==> src/rtl/sact_ram.sv <==
// Generic single-port-write, single-port-read RAM with registered read data.
`default_nettype none
module sact_ram #(
  parameter int WIDTH = 8,
  parameter int DEPTH = 16
) (
  input  wire logic                                    clk,
  input  wire logic                                    wr_en,
  input  wire logic [((DEPTH > 1) ? $clog2(DEPTH) : 1)-1:0] wr_addr,
  input  wire logic [WIDTH-1:0]                        wr_data,
  input  wire logic                                    rd_en,
  input  wire logic [((DEPTH > 1) ? $clog2(DEPTH) : 1)-1:0] rd_addr,
  output logic      [WIDTH-1:0]                        rd_data
);

  logic [WIDTH-1:0] mem [DEPTH];

  // Write port
  always_ff @(posedge clk) begin
    if (wr_en) begin
      mem[wr_addr] <= wr_data;
    end
  end

  // Registered read port, holds between reads
  always_ff @(posedge clk) begin
    if (rd_en) begin
      rd_data <= mem[rd_addr];
    end
  end

endmodule
`default_nettype wire

==> config.mk <==
export PLATFORM = sky130hd
export DESIGN_NAME = sact_ram
export DESIGN_NICKNAME = d
export VERILOG_FILES = /design/src/rtl/sact_ram.sv
export SDC_FILE = /design/constraint.sdc
export NUM_CORES = 1
export LEC_CHECK = 0
export BUFFER_PORTS_ARGS = -buffer_cell sky130_fd_sc_hd__buf_2
export CORE_MARGIN = 10
export CORE_UTILIZATION = 60
export CTS_CLUSTER_SIZE = 10
export DETAILED_ROUTE_END_ITERATION = 8
export PLACE_DENSITY_LB_ADDON = 0.12
export SLEW_MARGIN = 20
export SYNTH_ARGS = -nofsm -noshare
export SYNTH_HDL_FRONTEND = slang
export SYNTH_SLANG_ARGS = --single-unit
==> constraint.sdc <==
create_clock -name clk -period 2.1 [get_ports clk]
set_input_delay 0.21 -clock clk [delete_from_list [all_inputs] [get_ports clk]]
set_output_delay 0.21 -clock clk [all_outputs]
set_load 0.1 [all_outputs]
==> run_results.csv <==
group,metric,value,unit
outcome,status,"complete, no violations",
setup_path,critical_path_required,2.33,ns
synthesis,yosysWarnings,0,
floorplanning,dieArea,0.0128,mm2
floorplanning,num_rows,33,
clock_tree,clkLatencyLatePin,0.51,ns
clock_tree,holdBufCountCts,0,
sta,fmaxAchievable,625,MHz
finish,area_growth_syn_to_layout,18.9,%
grt,grt_pass1_vias,2730,
power,powerDensity,1050,mW/mm2
placement,dp.cells,372,
grt,overflow,0,
detailed_routing,drtIter0Drc,204,
sta,rsz0062_at_grt,"false",
sta,hold-worst-slack,0.0718,ns
clock_tree,root_buffer,"clkbuf_8",
setup_path,critPathMaxFanout,1,
detailed_routing,wl,10.3,mm
setup_path,path_cells,"mux4_1, a22oi_1, nand2_1",
synthesis,ys_types,18,
finish,final_cells,403,
synthesis,synth.cell_area,0.00523,mm2
run,max_cap_violations,0,
detailed_routing,drc,0,
floorplanning,die_w,113,um
setup_path,path_class,"reg -> reg",
sta,fin_crit,1.60,ns
setup_path,end_kind,"register",
sta,max_slew.worst_pin.slew,0.654,ns
sta,setup_tns,0,ns
placement,io_buffers,26,
detailed_routing,ant_nets,0,
detailed_routing,drt-pass1-iter-count,5,
setup_path,critPathTopFamily,"multiplexers",
synthesis,synth_area_leaders,"edfxtp_1 78%, mux4_2 7.8%, mux4_1 7.0%",
synthesis,ys_ff_latch,136,
sta,setup_viol,0,
grt,grt_use_total,17.0,%
setup_path,cp.arrival,1.84,ns
sta,relSlewSlack,56.2,%
detailed_routing,vias,2490,
clock_tree,cts_inserted_buffers,17,
clock_tree,cts_tree,"yes",
clock_tree,cts_max_level,4,
clock_tree,postCtsSetupBuffers,0,
clock_tree,cts_resized,0,
synthesis,synth_top_area_share,78.1,%
synthesis,netlist_instances,229,
finish,nets,305,
finish,diodes,0,
synthesis,synth_top_area_cell,"edfxtp_1",
setup_path,slowest_stage,"mux4_1",
clock_tree,cts.sinks,136,
sta,skew,0.00648,ns
finish,fillCellCount,481,
floorplanning,fp.coreArea,0.00834,mm2
finish,drive_gt1_share,32.2,%
placement,place_area,0.00559,mm2
synthesis,syn_nets,248,
finish,multi_input_area,0.00106,mm2
grt,grt_pass1_wl,15.9,mm
finish,layout_common_cells,"136 x edfxtp_1, 26 x buf_2, 20 x buf_4",
clock_tree,cts_max_path_buffers,2,
setup_path,crit_buf_inv,0,
grt,grt_antenna_before_repair,0,
sta,period_share,76.2,%
floorplanning,ios,27,
finish,regArea,0.00408,mm2
power,irDropWorstVdd,669,uV
setup_path,crit_path_start_kind,"register",
finish,fin_area,0.00621,mm2
clock_tree,clk_pin_slew,0.06,ns
setup_path,max_stage_delay,0.54,ns
synthesis,synth_flop_cell,"edfxtp_1",
placement,hpwl,6.27,mm
finish,layout_commonest_cell,"edfxtp_1",
worst_hold_path,hold_path.class,"in -> reg",
sta,slew_violations,0,
grt,grt_max_degree,33,
synthesis,synth_edf_count,136,
synthesis,seq_area_frac_synth,78.1,%
synthesis,async_reset_ff_share,0,%
detailed_routing,vias_per_cell,6.18,
synthesis,syn_avg_cell_area,22.8,um2
placement,gp_congestion,0.723,
sta,hold_viol,0,
detailed_routing,wl_per_cell,25.5,um
floorplanning,fp.dieH,113,um
power,leakage,2.13,nW
floorplanning,start_util,62.7,%
==> routing by layer <==
metal / GRT usage [%] / vias to the layer above / share of wire, %
li1: - / 1094 / -
met1: 21.4 / 1272 / 41
met2: 26.5 / 114 / 49
met4: 5.50 / 0 / 1.3
met5: 0 / - / 0
met3: 6.76 / 10 / 8.7
==> synth_stat cells, types with 2 or more instances <==
cell / number
nand2_1: 9
nand2b_1: 2
buf_2: 3
mux4_2: 18
clkdlybuf4s25_2: 3
nor2_1: 13
buf_6: 3
mux4_1: 14
nor3_1: 4
a22oi_1: 16
nand3b_1: 2
edfxtp_1: 136
==> sequential cells by signal (all words and copies together) (netlist names) <==
name     cells
rd_data      8
mem        128
==> report_power, final <==
group / internal, mW / leakage (nW) / switching, mW
Combinational: 0.122 / 0.599 / 0.260
Sequential: 3.06 / 1.24 / 0.0159
Clock: 2.03 / 0.291 / 1.05
==> path summary, 6_finish.rpt <==
| kind | from | depth (start not counted) | slack, ns | endpoint |
|---|---|---|---|---|
| hold / removal | rd_en | 1 | 0.07 | rd_data[7]$_DFFE_PP_ |
| setup / recovery | mem[9][4]$_DFFE_PP_ | 3 | 0.50 | rd_data[4]$_DFFE_PP_ |
| hold reg to reg | mem[0][5]$_DFFE_PP_ | 3 | 0.77 | rd_data[5]$_DFFE_PP_ |
| setup reg to reg | mem[9][4]$_DFFE_PP_ | 3 | 0.50 | rd_data[4]$_DFFE_PP_ |
==> stage by stage <==
step / utilization (%) / total power, mW / worst slack [ns]
after floorplan: - / 3.38 / 0.397
after global placement: 67.1 / 3.50 / 0.265
after detailed placement: 67.1 / 3.51 / 0.259
after CTS: 74.5 / 6.58 / 0.518
after global routing: 74.5 / 6.73 / 0.460
final: 74.5 / 6.54 / 0.499
==> cells by family after synthesis <==
kind of cell | after synthesis | share of synthesized area (%)
buffers and inverters | 10 | 1.65
DFF | 136 | 78.1
muxes | 32 | 14.8
and+or+nand+nor | 35 | 3.14
AOI/OAI and AO/OA | 16 | 2.30
==> final cells by class <==
type                            count  area share [%]
Sequential cell                   136            65.7
Multi-Input combinational cell     83            17.0
Clock buffer                       18            6.73
Timing Repair Buffer               48            5.16
Clock inverter                     13            3.26
Tap cell                          105            2.11
No activity file was read; power rests on OpenSTA's default activity.
