==> src/rtl/sact_pkg.sv <==
// Shared types, codes and defaults for the set-associative tag directory.
`default_nettype none
package sact_pkg;

  // Default build parameters
  localparam int DEF_WAYS      = 4;
  localparam int DEF_SETS      = 64;
  localparam int DEF_ADDR_BITS = 32;

  // Fixed field widths
  localparam int ADDR_W  = 32;
  localparam int TAG_W   = 32;
  localparam int STAMP_W = 32;
  localparam int CNT_W   = 32;
  localparam int LFSR_W  = 16;

  // Configuration port layout
  localparam int CFG_IDX_W  = 2;
  localparam int CFG_DATA_W = 4;

  typedef enum logic [CFG_IDX_W-1:0] {
    CFG_POLICY = 2'd0,
    CFG_OFFSET = 2'd1,
    CFG_INDEX  = 2'd2
  } sact_cfg_idx_t;

  // Replacement policy codes; any other code acts as random
  localparam logic [1:0] POL_LRU    = 2'd0;
  localparam logic [1:0] POL_FIFO   = 2'd1;
  localparam logic [1:0] POL_RANDOM = 2'd2;

  // Register reset values
  localparam logic [1:0] RST_POLICY = POL_LRU;
  localparam logic [3:0] RST_OFFSET = 4'd4;
  localparam logic [2:0] RST_INDEX  = 3'd6;

  // Galois LFSR
  localparam logic [LFSR_W-1:0] LFSR_TAPS = 16'hB400;
  localparam logic [LFSR_W-1:0] LFSR_SEED = 16'h0001;

  // One way of a set as kept in the tag RAM
  typedef struct packed {
    logic               valid;
    logic [TAG_W-1:0]   tag;
    logic [STAMP_W-1:0] stamp;
  } sact_line_t;

  // Lookup outcome flags
  typedef struct packed {
    logic hit;
    logic evicted;
    logic rand_step;
  } sact_sel_t;

  typedef enum logic [1:0] {
    ST_CLEAR,
    ST_IDLE,
    ST_LOOKUP
  } sact_state_t;

endpackage
`default_nettype wire

==> src/rtl/sact_victim.sv <==
// Tag compare over one set and choice of the way to hit, fill or evict.
`default_nettype none
module sact_victim #(
  parameter int WAYS = sact_pkg::DEF_WAYS
) (
  input  wire sact_pkg::sact_line_t [WAYS-1:0]           row,
  input  wire logic [sact_pkg::TAG_W-1:0]                tag,
  input  wire logic [1:0]                                policy,
  input  wire logic [sact_pkg::LFSR_W-1:0]               lfsr_cur,
  output sact_pkg::sact_sel_t                            sel,
  output logic [((WAYS > 1) ? $clog2(WAYS) : 1)-1:0]     victim,
  output logic [sact_pkg::LFSR_W-1:0]                    lfsr_step
);
  import sact_pkg::*;

  localparam int WAY_W = (WAYS > 1) ? $clog2(WAYS) : 1;
  localparam int P     = 1 << $clog2(WAYS);
  localparam int RECIP = 65536 / WAYS;

  logic               hit;
  logic [WAY_W-1:0]   hit_way;
  logic               has_free;
  logic [WAY_W-1:0]   free_way;
  logic [STAMP_W-1:0] node_stamp [2*P-1];
  logic [WAY_W-1:0]   node_way   [2*P-1];
  logic [WAY_W-1:0]   min_way;
  logic [32:0]        prod;
  logic [16:0]        quot;
  logic [20:0]        rem;
  logic [WAY_W-1:0]   rand_way;
  logic               full;

  // Find the first matching valid way and the first invalid way
  always_comb begin
    hit      = 1'b0;
    hit_way  = '0;
    has_free = 1'b0;
    free_way = '0;
    for (int w = WAYS - 1; w >= 0; w--) begin
      if (row[w].valid && (row[w].tag == tag)) begin
        hit     = 1'b1;
        hit_way = WAY_W'(w);
      end
      if (!row[w].valid) begin
        has_free = 1'b1;
        free_way = WAY_W'(w);
      end
    end
  end

  // Minimum stamp by a compare tree; ties keep the lower way
  always_comb begin
    for (int j = 0; j < P; j++) begin
      node_stamp[P-1+j] = (j < WAYS) ? row[j].stamp : {STAMP_W{1'b1}};
      node_way[P-1+j]   = WAY_W'(j);
    end
    for (int i = P - 2; i >= 0; i--) begin
      if (node_stamp[2*i+2] < node_stamp[2*i+1]) begin
        node_stamp[i] = node_stamp[2*i+2];
        node_way[i]   = node_way[2*i+2];
      end else begin
        node_stamp[i] = node_stamp[2*i+1];
        node_way[i]   = node_way[2*i+1];
      end
    end
    min_way = node_way[0];
  end

  // Step the LFSR and reduce the new value modulo the way count
  always_comb begin
    lfsr_step = {1'b0, lfsr_cur[LFSR_W-1:1]} ^ (lfsr_cur[0] ? LFSR_TAPS : '0);
    prod      = 33'(lfsr_step) * 33'(RECIP);
    quot      = prod[32:16];
    rem       = 21'(lfsr_step) - 21'(21'(quot) * 21'(WAYS));
    if (rem >= 21'(WAYS)) begin
      rem = rem - 21'(WAYS);
    end
    rand_way = rem[WAY_W-1:0];
  end

  // Pick the way
  always_comb begin
    full          = !hit && !has_free;
    sel.hit       = hit;
    sel.evicted   = full;
    sel.rand_step = 1'b0;
    if (hit) begin
      victim = hit_way;
    end else if (has_free) begin
      victim = free_way;
    end else begin
      case (policy) inside
        POL_LRU, POL_FIFO: victim = min_way;
        default: begin
          victim        = rand_way;
          sel.rand_step = 1'b1;
        end
      endcase
    end
  end

endmodule
`default_nettype wire

==> config.mk <==
export PLATFORM = sky130hd
export DESIGN_NAME = sact_victim
export DESIGN_NICKNAME = d
export VERILOG_FILES = /design/src/rtl/sact_pkg.sv /design/src/rtl/sact_victim.sv
export SDC_FILE = /design/constraint.sdc
export NUM_CORES = 1
export LEC_CHECK = 0
export ABC_AREA = 1
export BUFFER_PORTS_ARGS = -buffer_cell sky130_fd_sc_hd__buf_2
export CORE_AREA = 2 2 129 131
export DETAILED_ROUTE_END_ITERATION = 16
export DIE_AREA = 0 0 131 133
export PLACE_DENSITY = 0.79
export SLEW_MARGIN = 20
export SYNTH_ARGS = -nofsm -noshare
export SYNTH_HDL_FRONTEND = slang
export SYNTH_SLANG_ARGS = --single-unit
==> constraint.sdc <==
create_clock -name vclk -period 7.7
set_clock_uncertainty 0.15 [all_clocks]
set_input_delay 2.31 -clock vclk [all_inputs]
set_output_delay 2.31 -clock vclk [all_outputs]
set_load 0.1 [all_outputs]
==> summary.md <==
| Metric | Value |
|---|---|
| Status | complete, but fails checks |
| Violated checks | setup timing |
| Wire length of the first global-routing pass | 42400 um |
| End-of-flow core utilization | 57.5% |
| Total area of sequential cells | 0 um^2 |
| Kind of path behind the tightest hold check | primary input to output pin |
| Routability congestion estimate from global placement | 1.04 |
| Vias in the first global route | 8506 |
| Time the worst path needs with I/O delays and setup | 8.11 ns |
| Setup repair after global routing missed its margin | yes |
| Sequential area share after synthesis | 0% |
| Area Growth Syn to Fin | 59.9% |
| Total congestion overflow | 0 |
| Static leakage | 0.00502 uW |
| Average footprint of a synthesized cell | 5.43 um^2 |
| Hold Path Cell Cnt | 0 |
| Detailed-route vias per instance | 5.41 |
| Critical path capture point type | output pin |
| Max-capacitance violation count | 0 |
| Area fraction in compound gates after synthesis | 12.7% |
| Share of synthesized cell area in full adder, half adder and majority cells | 20.0% |
| Hold Path Sink | lfsr_step[7] |
| Max-slew violations | 0 |
| Main combinational cell family by area after synthesis | simple AND/OR/NAND/NOR gates |
| Slew at the pin closest to its max-slew limit | 0.498 ns |
| Number of vias in the routed layout | 8905 |
| Most repeated library cell on the critical path | nand2_1 |
| Number of port buffers | 310 |
| Post-DR wirelength/cell | 19.4 um |
| Fillcell total | 1475 |
| Mapped Nets | 1474 |
| Start-to-end type of the worst setup path | primary input to output pin |
| I/O pin count | 331 |
| Data arrival time of the critical path | 5.65 ns |
| Stage delay of the slowest cell on the critical path | 0.32 ns |
| Final number of setup-violating endpoints | 2 |
| Number of DRC markers in iteration 0 | 621 |
| Cell area power density | 80.3 mW/mm^2 |
| Count of synthesis-stage warnings from yosys | 0 |
| Setup Total Neg Slack | -0.780 ns |
| Layout sequential cell count | 0 |
| Die Area | 0.0174 mm^2 |
| Fraction of layout cells with a size suffix above 1 | 40.3% |
| Final WS setup | -0.411 ns |
| Global Route Usage Sum | 31.8% |
| Critical Path Slowest Stage Cell | ha_1 |
| Number of antenna violations at the first check in global routing | 11 |
| Core box area | 0.0162 mm^2 |
| Distinct cells, synth | 38 |
| Data required time of the critical path | 5.24 ns |
| Area of the mapped netlist | 0.00581 mm^2 |
| Effective utilization at floorplan | 35.9% |
| Overall power consumption | 746 uW |
| Horiz. Die Dim | 131 um |
| Detailed placement HPWL | 24600 um |
| Final ANT Viol Nets | 0 |
| DRC | 0 |
| Final Hold Viols | 0 |
| Area used by multi-input combinational logic | 0.00581 mm^2 |
| XOR/XNOR share of the synthesized area | 7.99% |
| Synthesized-area fraction occupied by and/or/nand/nor cells | 43.3% |
| Layout net count | 1823 |
| F_max | 0.123 GHz |
| Placement row count | 47 |
| Min-Delay Startpoint | lfsr_cur[8] |
| Cell count after synthesis | 1071 |
| Portion of netlist area occupied by mux cells | 0% |
| Peak fanout along the critical path | 10 |
| Pin count of the biggest net entering global routing | 20 |
| Period utilization | 105% |
| Worst slew margin relative to its limit | 66.6% |
| Total Routed Length | 32000 um |
| Vertical extent of the die | 133 um |
| Detailed-routing iteration count for the pre-antenna-repair pass | 5 |
| Number of clock buffers in the layout | 0 |
| CP startpoint kind | primary input |
| Worst supply voltage drop on vdd | 57.5 uV |
==> area by class of cell <==
class	count	share of cell area, %
Tap cell	220	2.96
Antenna cell	9	0.242
Timing Repair Buffer	379	26.0
Inverter	198	8.24
Multi-Input combinational cell	841	62.5
==> worst max path at each step <==
stage	start	endpoint	slack (ns)	cells after the start
global placement	row[145]	victim[1]	-0.52	29
global route	row[3]	victim[1]	-0.59	28
floorplan	row[135]	victim[1]	0.04	26
detailed placement	row[145]	victim[1]	-0.59	29
finish	row[3]	victim[1]	-0.41	28
CTS	row[145]	victim[1]	-0.23	28
==> metal layers <==
metal  up-vias  track usage, %  wire [um]
met4         4            18.4       2500
met3       166            6.23       2840
met1      3956            33.2      11000
met2       551            58.2      15600
li1       4228               -          -
met5         -               0         21
==> through the flow <==
step / std cells / hold WS [ns] / instance area (um^2) / setup slack, ns
2_1_floorplan: 1071 / 4.68 / 5830 / 0.0396
3_3_place_gp: 1611 / 4.47 / 7870 / -0.524
3_5_place_dp: 1611 / 4.47 / 7870 / -0.590
4_1_cts: 1630 / 4.47 / 8720 / -0.229
5_1_grt: 1646 / 4.47 / 9290 / -0.588
6_report: 1647 / 4.47 / 9290 / -0.411
==> synth_stat cells (3+ instances only) <==
cell / n / share of area, %
xor2_1: 33 / 5.0
nor4b_1: 7 / 1.1
clkbuf_1: 16 / 1.0
ha_1: 93 / 20
buf_4: 15 / 1.9
inv_1: 197 / 13
nand3_1: 41 / 3.5
xnor2_1: 20 / 3.0
nand2_2: 3 / 0.32
a21oi_1: 44 / 3.8
nor3b_1: 3 / 0.39
o21ai_0: 80 / 6.9
nor4_1: 40 / 4.3
o2111ai_1: 3 / 0.45
nor3_1: 25 / 2.2
nor2_1: 128 / 8.3
or2_2: 17 / 1.8
nand3b_1: 12 / 1.6
nand4_1: 29 / 3.1
o21ai_1: 3 / 0.26
nand2_1: 241 / 16
a211oi_1: 3 / 0.39
==> cell families after synthesis <==
| family | after synthesis |
|---|---|
| compound gates | 140 |
| fa+ha+maj | 93 |
| xor+xnor | 53 |
| buf+inv | 231 |
| simple gates | 554 |
==> critical path: cells and delay by family <==
kind | cells | cell delay [ns]
buffers and inverters | 5 | 0.50
adder cells (fa/ha/maj) | 2 | 0.63
AND/OR/NAND/NOR | 18 | 1.59
AO/OA/AOI/OAI | 3 | 0.61
==> power by group <==
part / internal (uW) / switching (uW) / leakage [uW]
registers: 0 / 0 / 0
logic: 327 / 419 / 0.00502
clock network: 0.000157 / 0 / 0.0000000570
total: 327 / 419 / 0.00502
==> cells in the final DEF, fill, tap and decap left out, types with 16 or more instances in the layout <==
| master | netlist | layout |
|---|---|---|
| a21oi_1 | 44 | 22 |
| a21oi_2 | 0 | 21 |
| buf_2 | 1 | 287 |
| buf_4 | 15 | 54 |
| buf_6 | 0 | 22 |
| ha_1 | 93 | 57 |
| ha_4 | 0 | 34 |
| inv_1 | 197 | 167 |
| inv_2 | 0 | 26 |
| nand2_1 | 241 | 203 |
| nand2_2 | 3 | 25 |
| nand2_4 | 1 | 16 |
| nand3_1 | 41 | 35 |
| nand4_1 | 29 | 29 |
| nor2_1 | 128 | 122 |
| nor3_1 | 25 | 21 |
| nor4_1 | 40 | 39 |
| o21ai_0 | 80 | 33 |
| o21ai_1 | 3 | 29 |
| o21ai_2 | 0 | 20 |
| or2_2 | 17 | 17 |
| xnor2_1 | 20 | 20 |
| xor2_1 | 33 | 33 |
==> timing repair <==
action                     in CTS  in global routing
resized for setup             149                135
pin swaps                      93                 73
gates cloned                    4                  3
buffers inserted               15                  9
setup endpoints to repair       2                  2
hold buffers                    0                  0
(Power assumes the default switching activity.)
