**config.mk**
```make
export PLATFORM = sky130hd
export DESIGN_NAME = sact_addr_split
export DESIGN_NICKNAME = d
export VERILOG_FILES = /design/src/rtl/sact_pkg.sv /design/src/rtl/sact_addr_split.sv
export SDC_FILE = /design/constraint.sdc
export NUM_CORES = 1
export LEC_CHECK = 0
export ABC_AREA = 1
export BUFFER_PORTS_ARGS = -buffer_cell sky130_fd_sc_hd__buf_2
export CAP_MARGIN = 25
export CORE_ASPECT_RATIO = 1.4
export CORE_MARGIN = 5
export CORE_UTILIZATION = 54
export DETAILED_ROUTE_END_ITERATION = 10
export PLACE_DENSITY = 0.86
export SYNTH_ARGS = -nofsm -noshare
export SYNTH_HDL_FRONTEND = slang
export SYNTH_SLANG_ARGS = --single-unit
```
**constraint.sdc**
```tcl
create_clock -name vclk -period 2.95
set_input_delay 0.295 -clock vclk [all_inputs]
set_output_delay 0.295 -clock vclk [all_outputs]
set_load 0.02 [all_outputs]
```
**src/rtl/sact_pkg.sv**
```systemverilog
// Shared types, codes and defaults for the set-associative tag directory.
`default_nettype none
package sact_pkg;

  // Default build parameters
  localparam int DEF_WAYS      = 4;
  localparam int DEF_SETS      = 64;
  localparam int DEF_ADDR_BITS = 32;

  // Fixed field widths
  localparam int ADDR_W  = 32;
  localparam int TAG_W   = 32;
  localparam int STAMP_W = 32;
  localparam int CNT_W   = 32;
  localparam int LFSR_W  = 16;

  // Configuration port layout
  localparam int CFG_IDX_W  = 2;
  localparam int CFG_DATA_W = 4;

  typedef enum logic [CFG_IDX_W-1:0] {
    CFG_POLICY = 2'd0,
    CFG_OFFSET = 2'd1,
    CFG_INDEX  = 2'd2
  } sact_cfg_idx_t;

  // Replacement policy codes; any other code acts as random
  localparam logic [1:0] POL_LRU    = 2'd0;
  localparam logic [1:0] POL_FIFO   = 2'd1;
  localparam logic [1:0] POL_RANDOM = 2'd2;

  // Register reset values
  localparam logic [1:0] RST_POLICY = POL_LRU;
  localparam logic [3:0] RST_OFFSET = 4'd4;
  localparam logic [2:0] RST_INDEX  = 3'd6;

  // Galois LFSR
  localparam logic [LFSR_W-1:0] LFSR_TAPS = 16'hB400;
  localparam logic [LFSR_W-1:0] LFSR_SEED = 16'h0001;

  // One way of a set as kept in the tag RAM
  typedef struct packed {
    logic               valid;
    logic [TAG_W-1:0]   tag;
    logic [STAMP_W-1:0] stamp;
  } sact_line_t;

  // Lookup outcome flags
  typedef struct packed {
    logic hit;
    logic evicted;
    logic rand_step;
  } sact_sel_t;

  typedef enum logic [1:0] {
    ST_CLEAR,
    ST_IDLE,
    ST_LOOKUP
  } sact_state_t;

endpackage
`default_nettype wire

```
**src/rtl/sact_addr_split.sv**
```systemverilog
// Splits an access address into set index and tag by the configured widths.
`default_nettype none
module sact_addr_split #(
  parameter int SETS      = sact_pkg::DEF_SETS,
  parameter int ADDR_BITS = sact_pkg::DEF_ADDR_BITS
) (
  input  wire logic [sact_pkg::ADDR_W-1:0]          address,
  input  wire logic [3:0]                           offset_bits,
  input  wire logic [2:0]                           index_bits,
  output logic      [((SETS > 1) ? $clog2(SETS) : 1)-1:0] set_idx,
  output logic      [sact_pkg::TAG_W-1:0]           tag
);
  import sact_pkg::*;

  localparam int SET_W = (SETS > 1) ? $clog2(SETS) : 1;
  localparam int KMAX  = $clog2(SETS + 1) - 1;
  localparam logic [ADDR_W-1:0] ADDR_MASK =
    (ADDR_BITS >= ADDR_W) ? {ADDR_W{1'b1}} : ADDR_W'((64'd1 << ADDR_BITS) - 64'd1);

  logic [ADDR_W-1:0] addr_m;
  logic [2:0]        k_eff;
  logic [ADDR_W-1:0] idx_mask;
  logic [ADDR_W-1:0] set_full;
  logic [4:0]        tag_sh;

  always_comb begin
    addr_m   = address & ADDR_MASK;
    // Clamp index width to the sets that exist
    k_eff    = (32'(index_bits) > KMAX) ? 3'(KMAX) : index_bits;
    idx_mask = (ADDR_W'(1) << k_eff) - ADDR_W'(1);
    set_full = (addr_m >> offset_bits) & idx_mask;
    set_idx  = set_full[SET_W-1:0];
    tag_sh   = {1'b0, offset_bits} + {2'b00, k_eff};
    tag      = TAG_W'(addr_m >> tag_sh);
  end

endmodule
`default_nettype wire

```
==> flow_summary.json, run 1 <==
{
  "status": "complete, no violations",
  "viasPerCell": 6.130,
  "worstSetupEndpointType": "primary output",
  "cp.arrival_ns": 2.43,
  "slew_viol_final": 0,
  "finalHoldViolations": 0,
  "area_delta_synth_final_pct": 12.69,
  "drc_errors": 0,
  "routedWlPerCell_um": 14.55,
  "grt_remaining_overflow": 0,
  "antenna_found_initial": 0,
  "worstHoldPathCells": 4,
  "worstMarginPinSlew_ns": 0.6579,
  "relSlewSlack_pct": 56.03,
  "slowest_stage": "fa_1",
  "grt_pass1_wl_mm": 14.92,
  "yosysWarnings": 0,
  "dieWidth_um": 68.79,
  "p_switching_mw": 0.7461,
  "min_to": "set_idx[5]",
  "min_path_type": "input pin to primary output",
  "start_util_pct": 54.80,
  "synthesis.area_um2": 2613,
  "cts-hold-fix-buffers": 0,
  "gp_congestion": 0.9695,
  "ant_nets": 0,
  "seq_cells": 0,
  "synthTopCellsByCount": "nand3_1, nand2_1, nand3_2, buf_2, nor2_1",
  "yosys-top-cells-area": "nand3_1, nand2_1, nand3_2, buf_2, nor2_1",
  "pwr-share-seq_pct": 0,
  "hp-start": "index_bits[2]",
  "io_pins": 77,
  "critical_path.cell_chain": "buf_2 -> a21oi_1 -> ha_1 -> fa_1 -> inv_2 -> nand3_1 -> nand2_1 -> o21ai_0 -> nand3_1 -> nand2_1 -> buf_2",
  "setup_tns_ns": 0,
  "yosysSeqAreaShare_pct": 0,
  "routed_wl_mm": 9.268,
  "p_clk_share_pct": 0,
  "rows": 30,
  "seqCellArea_um2": 0,
  "n_antenna_cell": 0,
  "layout_min_cycle_time_ns": 2.723,
  "synth_cells": 522,
  "p_per_area_nw_per_um2": 374.9,
  "die_area_um2": 6349,
  "crit_path_max_fanout": 14,
  "postLayoutCoreUtil_pct": 61.76,
  "rsz0062_at_grt": "false",
  "nNetsFinal": 618,
  "required_ns": 2.65,
  "comb_power_share_pct": 100.0,
  "num-clock-buffers": 0,
  "power.leakage_nw": 1.588,
  "die_h_um": 92.30,
  "fp.coreArea_um2": 4767,
  "maxCapViolCount": 0,
  "period_share_pct": 92.29,
  "synth_nets": 565,
  "drive_above_1_share_pct": 21.64,
  "vias": 3905,
  "synth_top_cell_area_share_pct": 43.49,
  "synth.avg_cell_area_um2": 5.005,
  "p_int_mw": 0.3576,
  "dr.pass1.iters": 5,
  "p_sw_share_pct": 67.60,
  "peakVddDrop_mv": 0.1617,
  "max_freq_mhz": 367.3,
  "fillCellCount": 533,
  "synth.most_common_cell": "nand3_1",
  "numPortBuffers": 77,
  "critPathLaunchType": "input pin",
  "post_cts_buffers": 0,
  "synth_cell_types": 28,
  "max_stage_delay_ns": 0.48,
  "grt.total_usage_pct": 28.62,
  "yosys.area.top_type": "nand3_1",
  "place_area_um2": 2944,
  "grt_max_degree": 35,
  "critPathKind": "input pin to primary output",
  "design_area_um2": 2944,
  "hpwlAfterDp_mm": 7.389,
  "first_iter_violations": 425,
  "grt_pass1_vias": 3455,
  "finalSetupViolations": 0,
  "cts_resized": 0
}
-- routing by layer --
layer	up-vias	track usage (%)	routed length [um]	part of all wire, %
li1	1907	-	-	-
met1	1728	33.28	3392	37
met2	223	50.44	4603	50
met3	47	1.699	711	7.7
met4	0	14.63	560	6.0
met5	-	0	0	0
-- worst max-delay path: cells and delay by family --
family | cells | cell delay (ns)
and+or+nand+nor | 4 | 0.62
AOI/OAI and AO/OA | 2 | 0.26
buffers and inverters | 3 | 0.54
adders and majority gates | 2 | 0.70
-- logic make-up after synthesis --
kind of cell,synth area share (%)
simple gates,82.23
buf+inv,12.36
compound gates,3.209
fa+ha+maj,2.203
-- final cells by class --
cell class / instances / area, um^2 / area share, %
repair buffers: 90 / 508.0 / 17.25
inverters: 15 / 66.31 / 2.252
multi-input cells: 468 / 2290 / 77.77
well taps: 64 / 80.08 / 2.720
-- power groups by stage --
stage	logic (mW)	clock network, mW	registers [mW]
detailed placement	1.09	0	0
finish	1.10	0	0
floorplan	0.825	0	0
global placement	1.07	0	0
global route	1.21	0	0
CTS	1.09	0	0
-- through the flow --
stage                     setup slack [ns]  cells  hold WS (ns)  total power [mW]
after floorplan                     0.2713    522        0.7137            0.8255
after global placement              0.2936    637        0.9868             1.072
after detailed placement            0.2446    637        0.9823             1.088
after CTS                           0.2526    637        0.9845             1.090
after global routing               0.06691    637         1.002             1.209
final                               0.2274    637        0.9856             1.104
-- cell usage in the layout (no fill, tap or decap) --
cell and n:
nand3_1 227, nand2_1 172, buf_2 77, nand3_2 22, nor2_1 18, buf_4 11
a21oi_1 9, inv_1 8, inv_2 5, nor3_1 3, ha_1 3, o21ai_0 2
nand2_2 2, nor4_1 2, buf_12 2, o211ai_1 1, and3_1 1, nor2_2 1
clkinv_4 1, nor2_8 1, inv_6 1, a21oi_4 1, nand4_1 1, o21ai_1 1
fa_1 1
-- worst max-delay path by stage --
stage / start / depth (start not counted) / to / slack (ns)
detailed placement: index_bits[1] / 12 / tag[2] / 0.24
CTS: index_bits[1] / 12 / tag[2] / 0.25
global route: index_bits[1] / 11 / tag[5] / 0.07
finish: index_bits[2] / 11 / tag[5] / 0.23
floorplan: index_bits[2] / 8 / tag[28] / 0.27
global placement: index_bits[1] / 13 / tag[0] / 0.29
No activity file was read; power rests on OpenSTA's default activity.
==> run 2, diff against run 1 <==
==> constraint.sdc (replaced) <==
create_clock -name vclk -period 2.95
set_input_delay 0.1475 -clock vclk [all_inputs]
set_output_delay 0.1475 -clock vclk [all_outputs]
set_load 0.02 [all_outputs]
==> run 2 against run 1 <==
Effect of this change: via count decreased by 1.0%; global-route usage decreased by 0.40 points; non-clock buffer count decreased by 4; setup slack improved by 0.11 ns; first-iteration DRC count decreased by 12%.
==> flow_summary.json, run 2 (synthesis gave the netlist of run 1 again) <==
{
  "grtUsageMet2_pct": 50.44,
  "die_area_um2": 6349,
  "grt_max_degree": 36,
  "ant_nets": 0,
  "hpwlAfterDp_mm": 7.443,
  "hp-start": "index_bits[2]",
  "seqCellArea_um2": 0,
  "antenna_found_initial": 0,
  "postLayoutCoreUtil_pct": 60.87,
  "first_iter_violations": 375,
  "cts_resized": 0,
  "routed_wl_mm": 9.336,
  "layout_min_cycle_time_ns": 2.612,
  "vias": 3865,
  "period_share_pct": 88.55,
  "rows": 30,
  "seq_cells": 0,
  "numPortBuffers": 77,
  "cp-startpoint": "index_bits[1]",
  "finalHoldViolations": 0,
  "nNetsFinal": 614,
  "post-place-ws_ns": 0.3633,
  "top_usage_layer": "met2",
  "relSlewSlack_pct": 50.20,
  "routedWlPerCell_um": 14.75,
  "finalSetupViolations": 0,
  "comb_power_share_pct": 100.0,
  "dr.pass1.iters": 5,
  "power.leakage_nw": 1.563,
  "grt_pass1_wl_mm": 14.63,
  "layout_commonest_cell": "nand3_1",
  "start_util_pct": 54.80,
  "setup_tns_ns": 0,
  "p_per_area_nw_per_um2": 376.7,
  "fin_ws_ns": 0.3378,
  "n_antenna_cell": 0,
  "drc_errors": 0,
  "crit_path_max_fanout": 26,
  "cp-endpoint": "tag[5]",
  "use_met1_pct": 32.72,
  "num-clock-buffers": 0,
  "worstMarginPinSlew_ns": 0.7452,
  "critPathLaunchType": "input pin",
  "fillCellCount": 520,
  "required_ns": 2.80,
  "fp.coreArea_um2": 4767,
  "post_cts_buffers": 0,
  "dieWidth_um": 68.79,
  "drive_above_1_share_pct": 21.09,
  "cts-hold-fix-buffers": 0,
  "max_freq_mhz": 382.8,
  "layout_common_cells": "nand3_1, nand2_1, buf_2",
  "area_delta_synth_final_pct": 11.06,
  "grt.total_usage_pct": 28.22,
  "viasPerCell": 6.106,
  "status": "complete, no violations",
  "grt_remaining_overflow": 0,
  "p_clk_share_pct": 0,
  "critPathKind": "input pin to primary output",
  "p_int_mw": 0.3453,
  "gp_congestion": 1.007,
  "peakVddDrop_mv": 0.2366,
  "met3_usage_pct": 1.578,
  "p_switching_mw": 0.7477,
  "die_h_um": 92.30,
  "cp.arrival_ns": 2.46,
  "rsz0062_at_grt": "false",
  "worstSetupEndpointType": "primary output",
  "grt_pass1_vias": 3374,
  "placed_cells": 633,
  "maxCapViolCount": 0,
  "slew_viol_final": 0,
  "io_pins": 77,
  "final_cells": 633,
  "pwr-share-seq_pct": 0,
  "p_sw_share_pct": 68.41,
  "min_path_type": "input pin to primary output"
}
## run 2: cell types whose count changed in the layout (fill, tap and decap cells not counted), sizes merged
cell | before | now
buf | 90 | 86
## run 2: critical path: stages
cell and delay [ns]:
buf_2 0.17, a21oi_1 0.10, ha_1 0.23, fa_1 0.43, nand2_2 0.15, clkinv_4 0.08
nor2_8 0.33, buf_4 0.26, nand3_2 0.10, nand3_2 0.09, nand3_1 0.09, nand2_1 0.10
buf_2 0.17
## run 2: worst min path at each step
stage,to,slack (ns),cells past startpoint
2_1_floorplan,set_idx[5],0.42,2
3_3_place_gp,set_idx[5],0.69,4
3_5_place_dp,set_idx[5],0.69,4
4_1_cts,set_idx[5],0.69,4
5_1_grt,set_idx[5],0.70,4
6_report,set_idx[5],0.70,4
## run 2: final cells by class
cell class,instances,area (um^2),area share (%)
timing repair buffer,86,465.4,16.04
tap,64,80.08,2.760
multi-input combinational,468,2290,78.91
inverter,15,66.31,2.285
## run 2: power groups by stage
stage | registers, mW | clock network (mW) | logic (mW)
6_report | 0 | 0 | 1.09
5_1_grt | 0 | 0 | 1.19
4_1_cts | 0 | 0 | 1.08
3_5_place_dp | 0 | 0 | 1.07
3_3_place_gp | 0 | 0 | 1.06
2_1_floorplan | 0 | 0 | 0.825
## run 2: per-layer routing
metal  up-vias  part of all wire (%)
met3        40                   6.8
met1      1717                    38
li1       1899                     -
met4         0                   5.6
met5         -                     0
met2       209                    50
## run 2: per-stage QoR
step	power [mW]	instance area [um^2]	hold slack, ns
5_1_grt	1.192	2902	0.7012
3_3_place_gp	1.057	2902	0.6896
3_5_place_dp	1.074	2902	0.6924
6_report	1.093	2902	0.6964
2_1_floorplan	0.8255	2613	0.4187
4_1_cts	1.077	2902	0.6940
==> run 3, diff against run 2 <==
--- a/config.mk
+++ b/config.mk
@@ -8,7 +8,7 @@
 export ABC_AREA = 1
 export BUFFER_PORTS_ARGS = -buffer_cell sky130_fd_sc_hd__buf_2
 export CAP_MARGIN = 25
-export CORE_ASPECT_RATIO = 1.4
+export CORE_ASPECT_RATIO = 2
 export CORE_MARGIN = 5
 export CORE_UTILIZATION = 54
 export DETAILED_ROUTE_END_ITERATION = 10
==> run 3 against run 2 <==
Effect of this change: maximum frequency decreased by 5.5%; critical path depth is the same; first-iteration DRC count rose by 6.4%; largest cell class unchanged; largest power group unchanged.
==> flow_summary.json, run 3 (synthesis gave the netlist of run 1 again) <==
{
  "status": "complete, no violations",
  "fp.coreArea_um2": 4775,
  "placed_cells": 626,
  "max_freq_mhz": 361.7,
  "gp_congestion": 0.9621,
  "met3_usage_pct": 1.434,
  "post-place-ws_ns": 0.2244,
  "power.leakage_nw": 1.559,
  "cts-hold-fix-buffers": 0,
  "hpwlAfterDp_mm": 6.833,
  "seqCellArea_um2": 0,
  "viasPerCell": 6.316,
  "critPathKind": "input pin to primary output",
  "ant_nets": 0,
  "crit_family": "simple AND/OR/NAND/NOR gates",
  "required_ns": 2.80,
  "relSlewSlack_pct": 50.49,
  "layout_min_cycle_time_ns": 2.765,
  "fin_ws_ns": 0.1849,
  "peakVddDrop_mv": 0.3141,
  "first_iter_violations": 399,
  "min_path_type": "input pin to primary output",
  "grt.total_usage_pct": 26.80,
  "critPathLaunchType": "input pin",
  "seq_cells": 0,
  "rsz0062_at_grt": "false",
  "layout_commonest_cell": "nand3_1",
  "max_stage_delay_ns": 0.42,
  "n_antenna_cell": 0,
  "area_delta_synth_final_pct": 10.25,
  "finalHoldViolations": 0,
  "postLayoutCoreUtil_pct": 60.32,
  "grt_pass1_wl_mm": 14.52,
  "drc_errors": 0,
  "rows": 36,
  "final_cells": 626,
  "multi_input_area_um2": 2290,
  "antenna_found_initial": 0,
  "setup_tns_ns": 0,
  "die_h_um": 108.4,
  "critical_path.cell_chain": "buf_2 -> a21oi_1 -> ha_1 -> fa_1 -> nand2_2 -> clkinv_4 -> nor2_8 -> inv_6 -> nand3_2 -> nand3_1 -> nand3_1 -> nand2_1 -> buf_2",
  "cts_resized": 0,
  "cp_num_buf_inv": 4,
  "nNetsFinal": 614,
  "finalSetupViolations": 0,
  "die_area_um2": 6414,
  "grtUsageMet2_pct": 43.90,
  "slowest_stage": "fa_1",
  "cp.arrival_ns": 2.62,
  "num-clock-buffers": 0,
  "worstMarginPinSlew_ns": 0.7409,
  "start_util_pct": 54.72,
  "grt_max_degree": 36,
  "design_area_um2": 2880,
  "grt_remaining_overflow": 0,
  "post_cts_buffers": 0,
  "dr.pass1.iters": 5,
  "use_met1_pct": 37.46,
  "worstSetupEndpointType": "primary output",
  "p_per_area_nw_per_um2": 373.5,
  "routed_wl_mm": 8.846,
  "drive_above_1_share_pct": 21.09,
  "crit_path_max_fanout": 35,
  "maxCapViolCount": 0,
  "layout_common_cells": "nand3_1, nand2_1, buf_2",
  "grt_pass1_vias": 3389,
  "slew_viol_final": 0,
  "fillCellCount": 534,
  "place_area_um2": 2880,
  "period_share_pct": 93.73,
  "io_pins": 77,
  "routedWlPerCell_um": 14.13,
  "top_usage_layer": "met2",
  "vias": 3954,
  "numPortBuffers": 77,
  "dieWidth_um": 59.19
}
run 3: cell counts in the layout (fill, tap and decap cells not counted):
No cell type changed its count.
run 3: tightest hold or removal path, stage by stage:
cell and delay [ns]:
buf_2 0.14, nand2_1 0.07, a21oi_1 0.04, buf_2 0.15
run 3: through the flow:
step	total power, mW	hold WS, ns
floorplan	0.8255	0.4187
global placement	1.040	0.6936
detailed placement	1.054	0.6946
CTS	1.057	0.6954
global route	1.181	0.7291
finish	1.076	0.6926
run 3: layout make-up:
| class | count | area share (%) |
|---|---|---|
| multi-input cells | 468 | 79.50 |
| inverters | 15 | 2.302 |
| repair buffers | 86 | 15.73 |
| well taps | 57 | 2.476 |
run 3: path summary, 6_finish.rpt:
kind / slack [ns] / cells past startpoint / from / endpoint
setup / recovery: 0.18 / 13 / index_bits[1] / tag[0]
hold / removal: 0.69 / 4 / index_bits[2] / set_idx[5]
run 3: per-layer routing:
metal  up-vias  wire length (um)
li1       1898                 -
met1      1759              3461
met2       272              4270
met3        25               907
met4         0               206
met5         -                 0
run 3: where the power goes:
group	internal (mW)	switching, mW	leakage, nW
sequential	0	0	0
clock	0	0	0
combinational	0.338	0.738	1.56
total	0.338	0.738	1.56
